### config.mk
export PLATFORM = sky130hd
export DESIGN_NAME = hmn_ctrl
export DESIGN_NICKNAME = d
export VERILOG_FILES = /design/src/sv/hmn_pkg.sv /design/src/sv/hmn_ctrl.sv
export SDC_FILE = /design/constraint.sdc
export NUM_CORES = 1
export LEC_CHECK = 0
export BUFFER_PORTS_ARGS = -buffer_cell sky130_fd_sc_hd__buf_2
export CORE_MARGIN = 4
export CORE_UTILIZATION = 40
export CTS_CLUSTER_SIZE = 16
export DETAILED_ROUTE_END_ITERATION = 7
export PLACE_DENSITY_LB_ADDON = 0.15
export SYNTH_ARGS = -nofsm -noshare
export SYNTH_HDL_FRONTEND = slang
export SYNTH_SLANG_ARGS = --single-unit
### constraint.sdc
create_clock -name clk_i -period 1.5 [get_ports clk_i]
set_clock_uncertainty 0.2 [all_clocks]
set_input_delay 0.075 -clock clk_i [delete_from_list [all_inputs] [get_ports clk_i]]
set_output_delay 0.075 -clock clk_i [all_outputs]
set_load 0.05 [all_outputs]
### src/sv/hmn_pkg.sv
`timescale 1ns / 1ps
// ----------------------------------------------------------------------------
// Height map to normal map package
// Shared types and constants of the normal map block.
// ----------------------------------------------------------------------------
package hmn_pkg;

  localparam int unsigned MaxWidth  = 256;
  localparam int unsigned MaxHeight = 256;
  localparam int unsigned ColW      = $clog2(MaxWidth);
  localparam int unsigned RowW      = $clog2(MaxHeight);
  localparam int unsigned AddrW     = ColW + RowW;
  localparam int unsigned HeightW   = 10;
  localparam int unsigned CfgIdxW   = 2;
  localparam int unsigned CfgDataW  = 16;
  localparam int unsigned SumW      = 53;
  localparam int unsigned RootW     = 27;

  localparam logic [CfgIdxW-1:0] RegBumpScale   = 2'd0;
  localparam logic [CfgIdxW-1:0] RegFrameWidth  = 2'd1;
  localparam logic [CfgIdxW-1:0] RegFrameHeight = 2'd2;

  localparam logic KindLoad  = 1'b0;
  localparam logic KindQuery = 1'b1;

  typedef struct packed {
    logic       kind;
    logic [7:0] red_in;
    logic [7:0] green_in;
    logic [7:0] blue_in;
    logic [7:0] col;
    logic [7:0] row;
  } in_word_t;

  typedef struct packed {
    logic [7:0] normal_red;
    logic [7:0] normal_green;
    logic [7:0] normal_blue;
  } out_word_t;

  typedef struct packed {
    logic load;
    logic rd_issue;
    logic [2:0] rd_sel;
    logic rd_capture;
    logic [3:0] cap_sel;
    logic grad;
    logic sq_x;
    logic sq_y;
    logic sq_z;
    logic sqrt_start;
    logic div_start;
    logic emit;
  } hmn_cmd_t;

  typedef struct packed {
    logic sqrt_done;
    logic div_done;
  } hmn_stat_t;

endpackage

### src/sv/hmn_ctrl.sv
`timescale 1ns / 1ps
// ----------------------------------------------------------------------------
// Normal map controller
// Sequences neighbor reads, squaring, root and the three divisions.
// ----------------------------------------------------------------------------
module hmn_ctrl
  import hmn_pkg::*;
(
  input  logic      clk_i,
  input  logic      rst_ni,
  input  logic      start_i,
  input  logic      kind_i,
  input  hmn_stat_t stat_i,
  output logic      busy_o,
  output hmn_cmd_t  cmd_o
);

  typedef enum logic [2:0] {
    StIdle, StRead, StSquare, StRoot, StDiv, StEmit
  } state_e;

  state_e     state_q;
  logic [3:0] cnt_q;

  always_comb begin
    cmd_o = '0;
    cmd_o.load = start_i && !busy_o && kind_i == KindLoad;
    cmd_o.rd_sel = cnt_q[2:0];
    cmd_o.cap_sel = cnt_q - 4'd1;
    if (state_q == StRead) begin
      cmd_o.rd_issue = cnt_q < 4'd8;
      cmd_o.rd_capture = cnt_q != 4'd0;
      cmd_o.grad = cnt_q == 4'd9;
    end
    if (state_q == StSquare) begin
      cmd_o.sq_x = cnt_q == 4'd0;
      cmd_o.sq_y = cnt_q == 4'd1;
      cmd_o.sq_z = cnt_q == 4'd2;
      cmd_o.sqrt_start = cnt_q == 4'd3;
    end
    cmd_o.div_start = state_q == StRoot && stat_i.sqrt_done;
    cmd_o.emit = state_q == StEmit;
  end

  assign busy_o = state_q != StIdle;

  always_ff @(posedge clk_i or negedge rst_ni) begin
    if (!rst_ni) begin
      state_q <= StIdle;
      cnt_q <= '0;
    end else begin
      unique case (state_q)
        StIdle: begin
          cnt_q <= '0;
          if (start_i && kind_i == KindQuery) state_q <= StRead;
        end
        StRead: begin
          cnt_q <= cnt_q + 4'd1;
          if (cnt_q == 4'd9) begin
            cnt_q <= '0;
            state_q <= StSquare;
          end
        end
        StSquare: begin
          cnt_q <= cnt_q + 4'd1;
          if (cnt_q == 4'd3) state_q <= StRoot;
        end
        StRoot: if (stat_i.sqrt_done) state_q <= StDiv;
        StDiv: if (stat_i.div_done) state_q <= StEmit;
        StEmit: state_q <= StIdle;
        default: state_q <= StIdle;
      endcase
    end
  end

endmodule

==> metrics <==
status finished with violations; failing checks setup timing; Placed Cells 131; Worst Hold Launch start_i; Final Hold Viols 0; Num CTS Buffers 3; worst slew pin tran 0.369 ns; Synth Cell Area 689 um^2; largest net degree at the start of global routing 11; die height 49.5 um; Inserted Diodes 0; Worst Setup Start Kind flip-flop; Worst Hold Endpoint state_q[0]$_DFFE_PN0P_; Min Clock Period, post-route 1.81 ns; maximum clock frequency 552 MHz; Worst R2R Setup Slack -0.22 ns; maximum buffer depth of the clock tree 2; Reg2Reg Launch Point cnt_q[1]$_DFFE_PN0P_; die footprint 0.00245 mm^2; hpwl dp approximately 1.5 mm; crit path DAT 1.54 ns; r2r endpoint state_q[0]$_DFFE_PN0P_; final worst slack -0.313 ns; top post-synthesis cells by count 7 x dfrtp_1, 6 x inv_1, 5 x ha_1; GRT overflow 0; CTS tree done; area overhead of the layout relative to synthesis 113%; most area-hungry cell type in the Yosys netlist dfrtp_1; Hold Crit Class primary input to flip-flop; placed cell areas 0.00106 mm^2; worst path required time 1.22 ns; syn_nets 88; H-tree lvl count 1; number of global-route vias before repair 921; initial core utilization 44.2%; Rows 14; max_cap viols 0; Starting DRT DRC Count 49; Synth Flop Type dfrtp_1; Filler Cell Count 43; post-route DRC violation count 0; #FFs+latches synth 7; final setup fails 20; gp weighted congestion 0.778; crit-path cells inv_2 > ha_4 > nand3b_1 > nor3b_4 > buf_6; core box area 0.00156 mm^2; register area share after synthesis 25.4%; antenna violations before repair 0; Skew-Pair Late Insertion Delay approximately 0.27 ns; hold path depth 4; Finished Cell Area 0.00147 mm^2; number of flops mapped to enable cells by yosys 0; num ports 24; Vias/cell 6.30; most common cell in the netlist dfrtp_1; R2R cell count 5; critical path's largest stage delay about 0.40 ns; final setup TNS -4.19 ns; syn_area_per_cell 8.95 um^2; Post-Layout Cell Count around 150; main area contributors after synthesis dfrtp_1 25%, ha_1 9.1%, buf_6 4.9%; flip-flop and latch area 180 um^2; gr usage total around a quarter; Avg WL per Cell 23.0 um; Setup CP Type flip-flop to primary output; layout cell share with drive strength beyond 1 72.5%; Chip Width a little under 50 um; antenna viol nets, final 0; RSZ-0062 raised after global routing true; CP Capture Type primary output; Warnings, synthesis 0; DRT Pass-1 Iters 4; asr flop ratio synth 100%; Slew HR 75.3%; Port Buffer Count 23; Max Slew Vio Count 0; CTS sink cnt 7; top-area cell type share of the netlist area 25.4%; Worst-path clk slew 0.07 ns; first-pass GRT wire length 4.70 mm; via count 926; Post-Syn Instances 77; CTS Root Buffer Type clkbuf_4; Multi-input gate area ~650 um^2; slowest CP cell dfrtp_1; final net count 143; dpl ws -0.142 ns; final wirelength 3.38 mm; critical path fanouts, max 2; Yosys cell types 38; fin crit share 121%
==> how the worst max path moves through the flow <==
stage                           start                   end  slack (ns)  depth (start not counted)
2_1_floorplan    cnt_q[0]$_DFFE_PN0P_  cnt_q[1]$_DFFE_PN0P_       -0.41                          4
5_1_grt          cnt_q[1]$_DFFE_PN0P_              cmd_o[6]       -0.38                          5
4_1_cts        state_q[2]$_DFFE_PN0P_             cmd_o[16]       -0.24                          3
3_3_place_gp     cnt_q[1]$_DFFE_PN0P_              cmd_o[6]       -0.14                          5
3_5_place_dp     cnt_q[1]$_DFFE_PN0P_              cmd_o[6]       -0.14                          5
6_report         cnt_q[1]$_DFFE_PN0P_              cmd_o[6]       -0.31                          5
==> cell usage in the layout, fill, tap and decap left out, types with 2 or more instances in the layout <==
cell type      Yosys  final
nand2_1            3      2
o31ai_2            0      2
buf_8              0      8
ha_4               0      4
clkbuf_4           0      4
and2_4             0      4
dfrtp_1            7      3
a32oi_1            2      2
dfrtp_2            0      4
buf_4              4     24
a21boi_4           0      2
nand3b_1           3      3
inv_2              0      2
dlygate4sd3_1      0      4
o211ai_1           2      2
nor3b_4            0      4
buf_2              2      7
a21o_1             2      2
nor2_1             4      3
buf_6              3     14
inv_1              6      2
clkinvlp_4         0      2
nor4_4             0      2
==> per-layer routing <==
metal	GRT usage (%)	vias up	routed length (um)	part of all wire, %
li1	-	387	-	-
met1	30.4	444	1180	35
met2	44.4	75	1710	50
met3	4.22	20	299	8.8
met4	8.76	0	193	5.7
met5	0	-	0	0
==> kinds of logic after synthesis <==
| family | synth area share, % |
|---|---|
| AO/OA/AOI/OAI | 18.9 |
| buffers and inverters | 14.0 |
| flip-flops | 25.4 |
| AND/OR/NAND/NOR | 30.1 |
| adder cells (fa/ha/maj) | 9.07 |
| XOR/XNOR | 2.54 |
==> what timing repair did <==
action                     in CTS  in global routing
pin swaps                      14                  7
buffers inserted                9                  1
hold endpoints to repair        8                  0
resized for setup              57                 19
setup endpoints to repair      19                 22
hold buffers                    4                  0
==> flip-flops by register name, indices dropped and copies added, names as in the netlist <==
name     count
state_q      3
cnt_q        4
==> critical path, delay by kind of cell, from the launching register on <==
kind | cells | cell delay [ns]
buffers and inverters | 2 | 0.30
adder cells (fa/ha/maj) | 1 | 0.15
AND/OR/NAND/NOR | 2 | 0.42
flip-flops | 1 | 0.40
==> stage by stage <==
step	util, %	hold slack [ns]
finish	94.4	0.0739
global placement	68.1	-0.287
floorplan	-	-0.421
detailed placement	68.1	-0.286
CTS	90.0	0.0357
global route	94.4	0.0853
==> cell type report <==
type                       count  share of cell area [%]
clock buffer                   4                    1.79
multi-input combinational     55                    44.5
sequential                     7                    12.2
tap                           16                    1.36
inverter                       6                    2.04
timing repair buffer          59                    38.1
Power is not shown: default switching activity piles up to over one toggle a cycle in this logic, so the estimate is an artifact.
